<file path="src/rtl/lkd_pkg.sv">
// ----------------------------------------------------------------------------
// Ladder keypad debouncer package
// Widths, defaults, command codes and phase type shared by the block.
// ----------------------------------------------------------------------------
package lkd_pkg;

  localparam int NUM_KEYS_DEF = 5;
  localparam int ADC_BITS_DEF = 12;

  localparam int SAMPLE_W    = 12;
  localparam int KEY_W       = 3;
  localparam int LEVEL_OUT_W = 3;
  localparam int CFG_W       = 4;
  localparam int CNT_W       = 4;

  localparam logic [CFG_W-1:0] CONFIRM_RESET = 4'd3;

  localparam logic CMD_TICK = 1'b0;
  localparam logic CMD_READ = 1'b1;

  typedef enum logic {
    PH_IDLE    = 1'b0,
    PH_PRESSED = 1'b1
  } phase_e;

endpackage

</file>
<file path="src/rtl/lkd_in_if.sv">
// ----------------------------------------------------------------------------
// Ladder keypad debouncer input channel
// Valid/ready channel carrying a tick or read command and an ADC sample.
// ----------------------------------------------------------------------------
interface lkd_in_if;
  import lkd_pkg::*;

  logic                valid;
  logic                ready;
  logic                command;
  logic [SAMPLE_W-1:0] sample;

  modport source (output valid, output command, output sample, input ready);
  modport sink (input valid, input command, input sample, output ready);
endinterface

</file>
<file path="src/rtl/lkd_out_if.sv">
// ----------------------------------------------------------------------------
// Ladder keypad debouncer output channel
// Valid/ready channel carrying one result beat per accepted item.
// ----------------------------------------------------------------------------
interface lkd_out_if;
  import lkd_pkg::*;

  logic                   valid;
  logic                   ready;
  logic                   key_valid;
  logic [KEY_W-1:0]       key_index;
  logic                   pressed_phase;
  logic [LEVEL_OUT_W-1:0] level;

  modport source (output valid, output key_valid, output key_index,
                  output pressed_phase, output level, input ready);
  modport sink (input valid, input key_valid, input key_index,
                input pressed_phase, input level, output ready);
endinterface

</file>
<file path="src/rtl/lkd_front.sv">
// ----------------------------------------------------------------------------
// Ladder keypad debouncer front end
// Accepts input beats and quantizes each sample to a ladder level.
// ----------------------------------------------------------------------------
module lkd_front #(
  parameter int NUM_KEYS = lkd_pkg::NUM_KEYS_DEF,
  parameter int ADC_BITS = lkd_pkg::ADC_BITS_DEF,
  localparam int LvlW    = $clog2(NUM_KEYS + 1)
) (
  lkd_in_if.sink     in_i,
  input  logic       q_ready_i,
  output logic       push_o,
  output logic [LvlW:0] entry_o
);
  import lkd_pkg::*;

  localparam int SmpW = (ADC_BITS < SAMPLE_W) ? ADC_BITS : SAMPLE_W;
  localparam int CmpW = ADC_BITS + 6;
  localparam int Fs   = (1 << ADC_BITS) - 1;

  logic [SmpW-1:0] smp;
  logic [CmpW-1:0] prod;
  logic [LvlW-1:0] lvl;

  // Level is round(sample * NUM_KEYS / FS): count the thresholds
  // 2 * NUM_KEYS * sample >= (2k - 1) * FS that the sample passes.
  always_comb begin
    smp  = in_i.sample[SmpW-1:0];
    prod = CmpW'(smp) * CmpW'(2 * NUM_KEYS);
    lvl  = '0;
    for (int k = 1; k <= NUM_KEYS; k++) begin
      if (prod >= CmpW'((2 * k - 1) * Fs)) begin
        lvl = LvlW'(k);
      end
    end
  end

  assign in_i.ready = q_ready_i;
  assign push_o     = in_i.valid & q_ready_i;
  assign entry_o    = {in_i.command, lvl};

endmodule

</file>
<file path="src/rtl/lkd_queue.sv">
// ----------------------------------------------------------------------------
// Ladder keypad debouncer queue
// Two-entry queue that decouples the front end from the back end.
// ----------------------------------------------------------------------------
module lkd_queue #(
  parameter int W = 4
) (
  input  logic         clk_i,
  input  logic         rst_ni,
  input  logic         push_i,
  input  logic [W-1:0] wdata_i,
  output logic         ready_o,
  input  logic         pop_i,
  output logic         nonempty_o,
  output logic [W-1:0] rdata_o
);
  logic [W-1:0] mem_q [2];
  logic [1:0]   count_q, count_d;
  logic         wr_q, rd_q;
  logic         do_push, do_pop;

  assign ready_o    = (count_q != 2'd2);
  assign nonempty_o = (count_q != 2'd0);
  assign do_push    = push_i & ready_o;
  assign do_pop     = pop_i & nonempty_o;
  assign rdata_o    = mem_q[rd_q];

  always_comb begin
    count_d = count_q;
    if (do_push && !do_pop) begin
      count_d = count_q + 2'd1;
    end else if (do_pop && !do_push) begin
      count_d = count_q - 2'd1;
    end
  end

  always_ff @(posedge clk_i or negedge rst_ni) begin
    if (!rst_ni) begin
      count_q <= 2'd0;
      wr_q    <= 1'b0;
      rd_q    <= 1'b0;
    end else begin
      count_q <= count_d;
      if (do_push) begin
        wr_q <= ~wr_q;
      end
      if (do_pop) begin
        rd_q <= ~rd_q;
      end
    end
  end

  always_ff @(posedge clk_i) begin
    if (do_push) begin
      mem_q[wr_q] <= wdata_i;
    end
  end

endmodule

</file>
<file path="src/rtl/lkd_back.sv">
// ----------------------------------------------------------------------------
// Ladder keypad debouncer back end
// Runs the debounce state machine and holds the result register.
// ----------------------------------------------------------------------------
module lkd_back #(
  parameter int NUM_KEYS = lkd_pkg::NUM_KEYS_DEF,
  localparam int LvlW    = $clog2(NUM_KEYS + 1)
) (
  input  logic                       clk_i,
  input  logic                       rst_ni,
  input  logic                       cfg_we_i,
  input  logic [lkd_pkg::CFG_W-1:0]  cfg_wdata_i,
  input  logic                       q_nonempty_i,
  input  logic [LvlW:0]              q_entry_i,
  output logic                       pop_o,
  lkd_out_if.source                  out_o
);
  import lkd_pkg::*;

  phase_e                 phase_q, phase_d;
  logic [CNT_W-1:0]       cnt_q, cnt_d, cnt_inc;
  logic [LvlW-1:0]        prev_q, prev_d, lvl;
  logic                   pend_v_q, pend_v_d;
  logic [KEY_W-1:0]       pend_k_q, pend_k_d;
  logic [CFG_W-1:0]       confirm_q;
  logic                   is_read, same;
  logic [3:0]             lvl_ext, prev_ext;
  logic                   out_valid_q;
  logic                   kv_q, kv_d;
  logic [KEY_W-1:0]       ki_q, ki_d;
  logic                   ph_q;
  logic [LEVEL_OUT_W-1:0] lv_q;

  assign pop_o   = q_nonempty_i & (~out_valid_q | out_o.ready);
  assign is_read = q_entry_i[LvlW];
  assign lvl     = q_entry_i[LvlW-1:0];
  assign lvl_ext = 4'(lvl);
  assign same    = (lvl == prev_q);
  assign cnt_inc = cnt_q + CNT_W'(1);

  always_comb begin
    phase_d  = phase_q;
    cnt_d    = cnt_q;
    prev_d   = prev_q;
    pend_v_d = pend_v_q;
    pend_k_d = pend_k_q;
    kv_d     = 1'b0;
    ki_d     = '0;
    if (pop_o) begin
      if (is_read == CMD_READ) begin
        if (pend_v_q) begin
          kv_d     = 1'b1;
          ki_d     = pend_k_q;
          pend_v_d = 1'b0;
          pend_k_d = '0;
        end
      end else begin
        prev_d = lvl;
        cnt_d  = '0;
        case (phase_q)
          PH_IDLE: begin
            if (same && (lvl < LvlW'(NUM_KEYS))) begin
              cnt_d = cnt_inc;
              if (cnt_inc >= confirm_q) begin
                phase_d  = PH_PRESSED;
                pend_v_d = 1'b1;
                pend_k_d = lvl_ext[KEY_W-1:0];
                cnt_d    = '0;
              end
            end
          end
          PH_PRESSED: begin
            if (same && (lvl == LvlW'(NUM_KEYS))) begin
              cnt_d = cnt_inc;
              if (cnt_inc >= confirm_q) begin
                phase_d = PH_IDLE;
                cnt_d   = '0;
              end
            end
          end
          default: begin
            phase_d = PH_IDLE;
          end
        endcase
      end
    end
  end

  assign prev_ext = 4'(prev_d);

  always_ff @(posedge clk_i or negedge rst_ni) begin
    if (!rst_ni) begin
      phase_q <= PH_IDLE;
    end else begin
      phase_q <= phase_d;
    end
  end

  always_ff @(posedge clk_i or negedge rst_ni) begin
    if (!rst_ni) begin
      cnt_q       <= '0;
      prev_q      <= '0;
      pend_v_q    <= 1'b0;
      pend_k_q    <= '0;
      confirm_q   <= CONFIRM_RESET;
      out_valid_q <= 1'b0;
    end else begin
      cnt_q    <= cnt_d;
      prev_q   <= prev_d;
      pend_v_q <= pend_v_d;
      pend_k_q <= pend_k_d;
      if (cfg_we_i) begin
        confirm_q <= cfg_wdata_i;
      end
      if (pop_o) begin
        out_valid_q <= 1'b1;
      end else if (out_o.ready) begin
        out_valid_q <= 1'b0;
      end
    end
  end

  always_ff @(posedge clk_i) begin
    if (pop_o) begin
      kv_q <= kv_d;
      ki_q <= ki_d;
      ph_q <= (phase_d == PH_PRESSED);
      lv_q <= prev_ext[LEVEL_OUT_W-1:0];
    end
  end

  assign out_o.valid         = out_valid_q;
  assign out_o.key_valid     = kv_q;
  assign out_o.key_index     = ki_q;
  assign out_o.pressed_phase = ph_q;
  assign out_o.level         = lv_q;

endmodule

</file>
<file path="src/rtl/ladder_keypad_debouncer_top.sv">
// ----------------------------------------------------------------------------
// Ladder keypad debouncer top level
// Debounces a resistor-ladder keypad sampled through one ADC channel.
// ----------------------------------------------------------------------------
// The block takes one input beat every cycle unless the queue is full, and
// returns exactly one result beat for each, in order. A beat is a sample
// tick or a read of the pending key. The front end quantizes the sample in
// the cycle the beat is accepted and writes it to a two-entry queue; the
// back end pops one entry per cycle while the result register is free or
// being taken, updates the debounce state and loads the result register.
// The confirm count resets to 3 and should only be written while no beats
// are in flight.
module ladder_keypad_debouncer_top #(
  parameter int NUM_KEYS = lkd_pkg::NUM_KEYS_DEF,
  parameter int ADC_BITS = lkd_pkg::ADC_BITS_DEF
) (
  input  logic                      clk_i,
  input  logic                      rst_ni,
  input  logic                      cfg_we_i,
  input  logic [lkd_pkg::CFG_W-1:0] cfg_wdata_i,
  lkd_in_if.sink                    in_i,
  lkd_out_if.source                 out_o
);
  import lkd_pkg::*;

  localparam int LvlW = $clog2(NUM_KEYS + 1);

  logic          push, q_ready, q_nonempty, pop;
  logic [LvlW:0] wentry, rentry;

  lkd_front #(
    .NUM_KEYS (NUM_KEYS),
    .ADC_BITS (ADC_BITS)
  ) u_front (
    .in_i      (in_i),
    .q_ready_i (q_ready),
    .push_o    (push),
    .entry_o   (wentry)
  );

  lkd_queue #(
    .W (LvlW + 1)
  ) u_queue (
    .clk_i      (clk_i),
    .rst_ni     (rst_ni),
    .push_i     (push),
    .wdata_i    (wentry),
    .ready_o    (q_ready),
    .pop_i      (pop),
    .nonempty_o (q_nonempty),
    .rdata_o    (rentry)
  );

  lkd_back #(
    .NUM_KEYS (NUM_KEYS)
  ) u_back (
    .clk_i        (clk_i),
    .rst_ni       (rst_ni),
    .cfg_we_i     (cfg_we_i),
    .cfg_wdata_i  (cfg_wdata_i),
    .q_nonempty_i (q_nonempty),
    .q_entry_i    (rentry),
    .pop_o        (pop),
    .out_o        (out_o)
  );

endmodule

</file>
<file path="src/flat_wrapper.sv">
// flat-port wrapper written by rule: the top's interface ports become plain ports
module ladder_keypad_debouncer_top_flat import lkd_pkg::*;
#(
  parameter int NUM_KEYS = lkd_pkg::NUM_KEYS_DEF,
  parameter int ADC_BITS = lkd_pkg::ADC_BITS_DEF
)
  (clk_i, rst_ni, cfg_we_i, cfg_wdata_i, in_i_valid, in_i_command, in_i_sample, in_i_ready, out_o_valid, out_o_key_valid, out_o_key_index, out_o_pressed_phase, out_o_level, out_o_ready);
  lkd_in_if in_i_i ();
  lkd_out_if out_o_i ();
  input  logic clk_i;
  input  logic rst_ni;
  input  logic cfg_we_i;
  input  logic [lkd_pkg::CFG_W-1:0] cfg_wdata_i;
  input wire logic [$bits(in_i_i.valid)-1:0] in_i_valid;
  input wire logic [$bits(in_i_i.command)-1:0] in_i_command;
  input wire logic [$bits(in_i_i.sample)-1:0] in_i_sample;
  output wire logic [$bits(in_i_i.ready)-1:0] in_i_ready;
  output wire logic [$bits(out_o_i.valid)-1:0] out_o_valid;
  output wire logic [$bits(out_o_i.key_valid)-1:0] out_o_key_valid;
  output wire logic [$bits(out_o_i.key_index)-1:0] out_o_key_index;
  output wire logic [$bits(out_o_i.pressed_phase)-1:0] out_o_pressed_phase;
  output wire logic [$bits(out_o_i.level)-1:0] out_o_level;
  input wire logic [$bits(out_o_i.ready)-1:0] out_o_ready;
  assign in_i_i.valid = in_i_valid;
  assign in_i_i.command = in_i_command;
  assign in_i_i.sample = in_i_sample;
  assign in_i_ready = in_i_i.ready;
  assign out_o_valid = out_o_i.valid;
  assign out_o_key_valid = out_o_i.key_valid;
  assign out_o_key_index = out_o_i.key_index;
  assign out_o_pressed_phase = out_o_i.pressed_phase;
  assign out_o_level = out_o_i.level;
  assign out_o_i.ready = out_o_ready;
  ladder_keypad_debouncer_top #(.NUM_KEYS(NUM_KEYS), .ADC_BITS(ADC_BITS)) u_core (.clk_i(clk_i), .rst_ni(rst_ni), .cfg_we_i(cfg_we_i), .cfg_wdata_i(cfg_wdata_i), .in_i(in_i_i), .out_o(out_o_i));
endmodule
</file>
<file path="config.mk">
export PLATFORM = sky130hd
export DESIGN_NAME = ladder_keypad_debouncer_top_flat
export DESIGN_NICKNAME = d
export VERILOG_FILES = /design/src/rtl/lkd_pkg.sv /design/src/rtl/lkd_in_if.sv /design/src/rtl/lkd_out_if.sv /design/src/rtl/lkd_front.sv /design/src/rtl/lkd_queue.sv /design/src/rtl/lkd_back.sv /design/src/rtl/ladder_keypad_debouncer_top.sv /design/src/flat_wrapper.sv
export SDC_FILE = /design/constraint.sdc
export NUM_CORES = 1
export LEC_CHECK = 0
export ABC_CLOCK_PERIOD_IN_PS = 2800
export BUFFER_PORTS_ARGS = -buffer_cell sky130_fd_sc_hd__buf_2
export CORE_UTILIZATION = 30
export DETAILED_ROUTE_END_ITERATION = 8
export GPL_TIMING_DRIVEN = 0
export PLACE_DENSITY = 0.55
export SLEW_MARGIN = 20
export SYNTH_ARGS = -nofsm -noshare
export SYNTH_HDL_FRONTEND = slang
export SYNTH_SLANG_ARGS = --single-unit
</file>
<file path="constraint.sdc">
create_clock -name clk_i -period 2.8 [get_ports clk_i]
set_input_delay 0.28 -clock clk_i [delete_from_list [all_inputs] [get_ports clk_i]]
set_output_delay 0.28 -clock clk_i [all_outputs]
set_load 0.03 [all_outputs]
</file>
==> results.ini <==
[run_status]
status = complete, no violations

[placed_design]
hpwl_um = 3420
portBuffers = 31
globalplace.congestion = 0.823
dp_worst_setup_slack_ns = -0.309

[yosys]
synthCells = 237
synth.ff_latch_count = 37
synth_edf_count = 16
synth.top_cell.area_share_pct = 19.6
syn_area_mm2 = 0.00245
synth_top_cell_by_area = edfxtp_1
synth-async-reset-ratio_pct = 56.8
synth_area_per_cell_um2 = 10.3
syn_nets = 286
ys.flop_type = dfrtp_1
synth-seq-area-share_pct = 41.1
synth_warnings = 0
synth.area.top_cells = edfxtp_1 20%, dfrtp_1 19%, ha_1 13%
yosysUniqueCellTypes = 53

[die]
die-height_um = 92.4
die-area_mm2 = 0.00854
rows = 32
ios = 32
start_util_pct = 31.4
coreArea_mm2 = 0.00781
fp.dieW_um = 92.4

[finish]
drive_gt1_share_pct = 20.9
nNetsFinal = 325
antennaDiodeCount = 0
syn_to_final_growth_pct = 16.5

[routing]
post_drt_via_cell_ratio = 4.87
routed_wl_um = 4340
ant_nets = 0
first_iter_violations = 73
drc = 0
post_drt_wl_per_cell_um = 11.5
dr.pass1.iters = 4
num_vias = 1846

[sta]
worst_pin_slew_ns = 0.579
setup_ws_ns = 0.158
max_freq_mhz = 379
skew_ns = 0.00606
hold_viol = 0
timing.hold.ws_ns = 0.180
relSlewSlack_pct = 61.2
period_share_pct = 94.4
slew_viol_final = 0
min_period_ns = 2.64
setup_viol = 0

[power_and_ir_drop]
power_leakage_nw = 1.25
switchingPower_mw = 0.912
swShare_pct = 39.7
power_frac_comb_pct = 46.0
p_int_mw = 1.38
finalPower_mw = 2.30
p_clk_share_pct = 14.8
seq_power_share_pct = 39.2
ir_worst_vdd_mv = 0.233
power.density_mw_per_mm2 = 804

[clocking]
cts_tree = built
numCtsBuffers = 5
clock-sinks = 37
clock_latency_ns = 0.28
cts_root_buffer = clkbuf_8
path_clk_slew_ns = 0.07
htreeDepth = 2
cts_max_path_buffers = 2

[critical_path]
critPathMaxFanout = 4
setup.worst_path.end_class = flip-flop
r2r_cells = 8
crit_type = in -> reg
arrival_ns = 2.67
crit_path_start_kind = primary input
crit_required_ns = 2.83

[global_route]
grt_util_all_layers_pct = 10.9
grt_max_degree = 22
grt_first_pass_wirelength_um = 7550
grt_pass1_vias = 1744
overflow = 0
antenna_found_initial = 0

[worst_hold_path]
hp-class = in -> reg
hold_depth = 1

[job]
drv_cap = 0

==> layout make-up <==
cell class	count	area (um2)
clock inverter	1	3.75
fill	830	4950
clock buffer	7	76.3
tap	102	128
inverter	18	67.6
sequential	37	1010
multi-input combinational	179	1390
timing repair buffer	32	165
buffer	3	15.0
==> metal layers <==
metal  vias to the layer above  part of all wire (%)  routed length, um  GRT usage [%]
met5                         -                     0                  0              0
met3                         6                   3.7                159           2.22
met4                         0                   1.5                 65           3.91
met1                       870                    46               1990           13.0
li1                        937                     -                  -              -
met2                        33                    49               2130           19.1
==> critical path, cell delays in order <==
cell,delay (ns)
buf_2,0.13
ha_1,0.28
ha_1,0.20
inv_1,0.06
fa_1,0.39
xnor2_1,0.15
nand4b_1,0.13
nor4_1,0.24
nand4_1,0.21
o31ai_1,0.28
a21o_1,0.21
o31ai_2,0.09
==> logic make-up after synthesis <==
family	count (synthesis)	synth area share [%]
multiplexers	8	4.08
AO/OA/AOI/OAI	59	16.8
buffers and inverters	21	3.37
XOR/XNOR	17	6.38
flip-flops	37	41.1
AND/OR/NAND/NOR	68	14.2
adder cells (fa/ha/maj)	27	14.1
==> final timing paths <==
| kind | from | end | slack, ns |
|---|---|---|---|
| max | in_i_sample[1] | u_core.u_queue.mem_q[0][0] | 0.16 |
| min | in_i_command | u_core.u_queue.mem_q[1][3] | 0.18 |
| max reg2reg | u_core.u_back.cnt_q[0] | u_core.u_back.pend_k_q[2] | 0.54 |
| min reg2reg | u_core.u_queue.wr_q | u_core.u_queue.wr_q | 0.49 |
| max in group asynchronous | rst_ni | u_core.u_back.confirm_q[0] | 1.97 |
| min in group asynchronous | rst_ni | u_core.u_back.out_o.valid | 0.48 |
==> Yosys cell counts (3+ instances only) <==
cell type	count
a21o_1	6
nand3_1	5
dfrtp_1	19
xnor2_1	10
o21ai_0	15
o21ai_1	3
nand4b_1	3
xor2_1	6
mux2i_1	3
a2bb2oi_1	3
edfxtp_1	16
nand4_1	3
nor2_1	20
nand2b_1	6
a21oi_1	11
ha_1	26
nand2_1	15
inv_1	18
and3_1	6
==> power groups by stage <==
stage          logic, mW  registers (mW)  clock network [mW]
2_1_floorplan      0.711            1.01                   0
3_3_place_gp        1.03           0.903                   0
3_5_place_dp        1.05           0.906                   0
6_report            1.06           0.899               0.340
4_1_cts             1.06           0.899               0.356
5_1_grt             1.18           0.922               0.377
==> registers in the layout, indices dropped and copies added, names as in the netlist, 2 cells and up <==
register                       cells
u_core.u_back.prev_q               3
u_core.u_queue.mem_q               8
u_core.u_queue.count_q             2
u_core.u_back.cnt_q                4
u_core.u_back.out_o.level          3
u_core.u_back.out_o.key_index      3
u_core.u_back.confirm_q            4
u_core.u_back.pend_k_q             3
==> cells in the final DEF, fill, tap and decap left out, drive strengths merged, types with 7 or more instances in the layout <==
master and count:
dfrtp 19, edfxtp 16, buf 33, ha 26
clkbuf 8, xnor2 10, inv 18, nor2 20
xor2 7, nand2 15, o21ai 18, a21oi 11
==> what timing repair did <==
item | CTS | global route
resized for setup | 0 | 6
buffers inserted | 0 | 0
endpoints found under the setup margin | 0 | 2
endpoints found under the hold margin | 19 | 0
hold buffers | 1 | 0
==> metrics by stage <==
stage	utilization [%]	std cells	setup TNS [ns]	instance area, um2
3_3_place_gp	35.0	370	-0.662	2740
4_1_cts	36.2	379	0	2830
5_1_grt	36.6	379	-0.0129	2860
2_1_floorplan	-	237	0	2450
6_report	36.6	379	0	2860
3_5_place_dp	35.0	370	-1.06	2740
No activity file was read; power rests on OpenSTA's default activity.
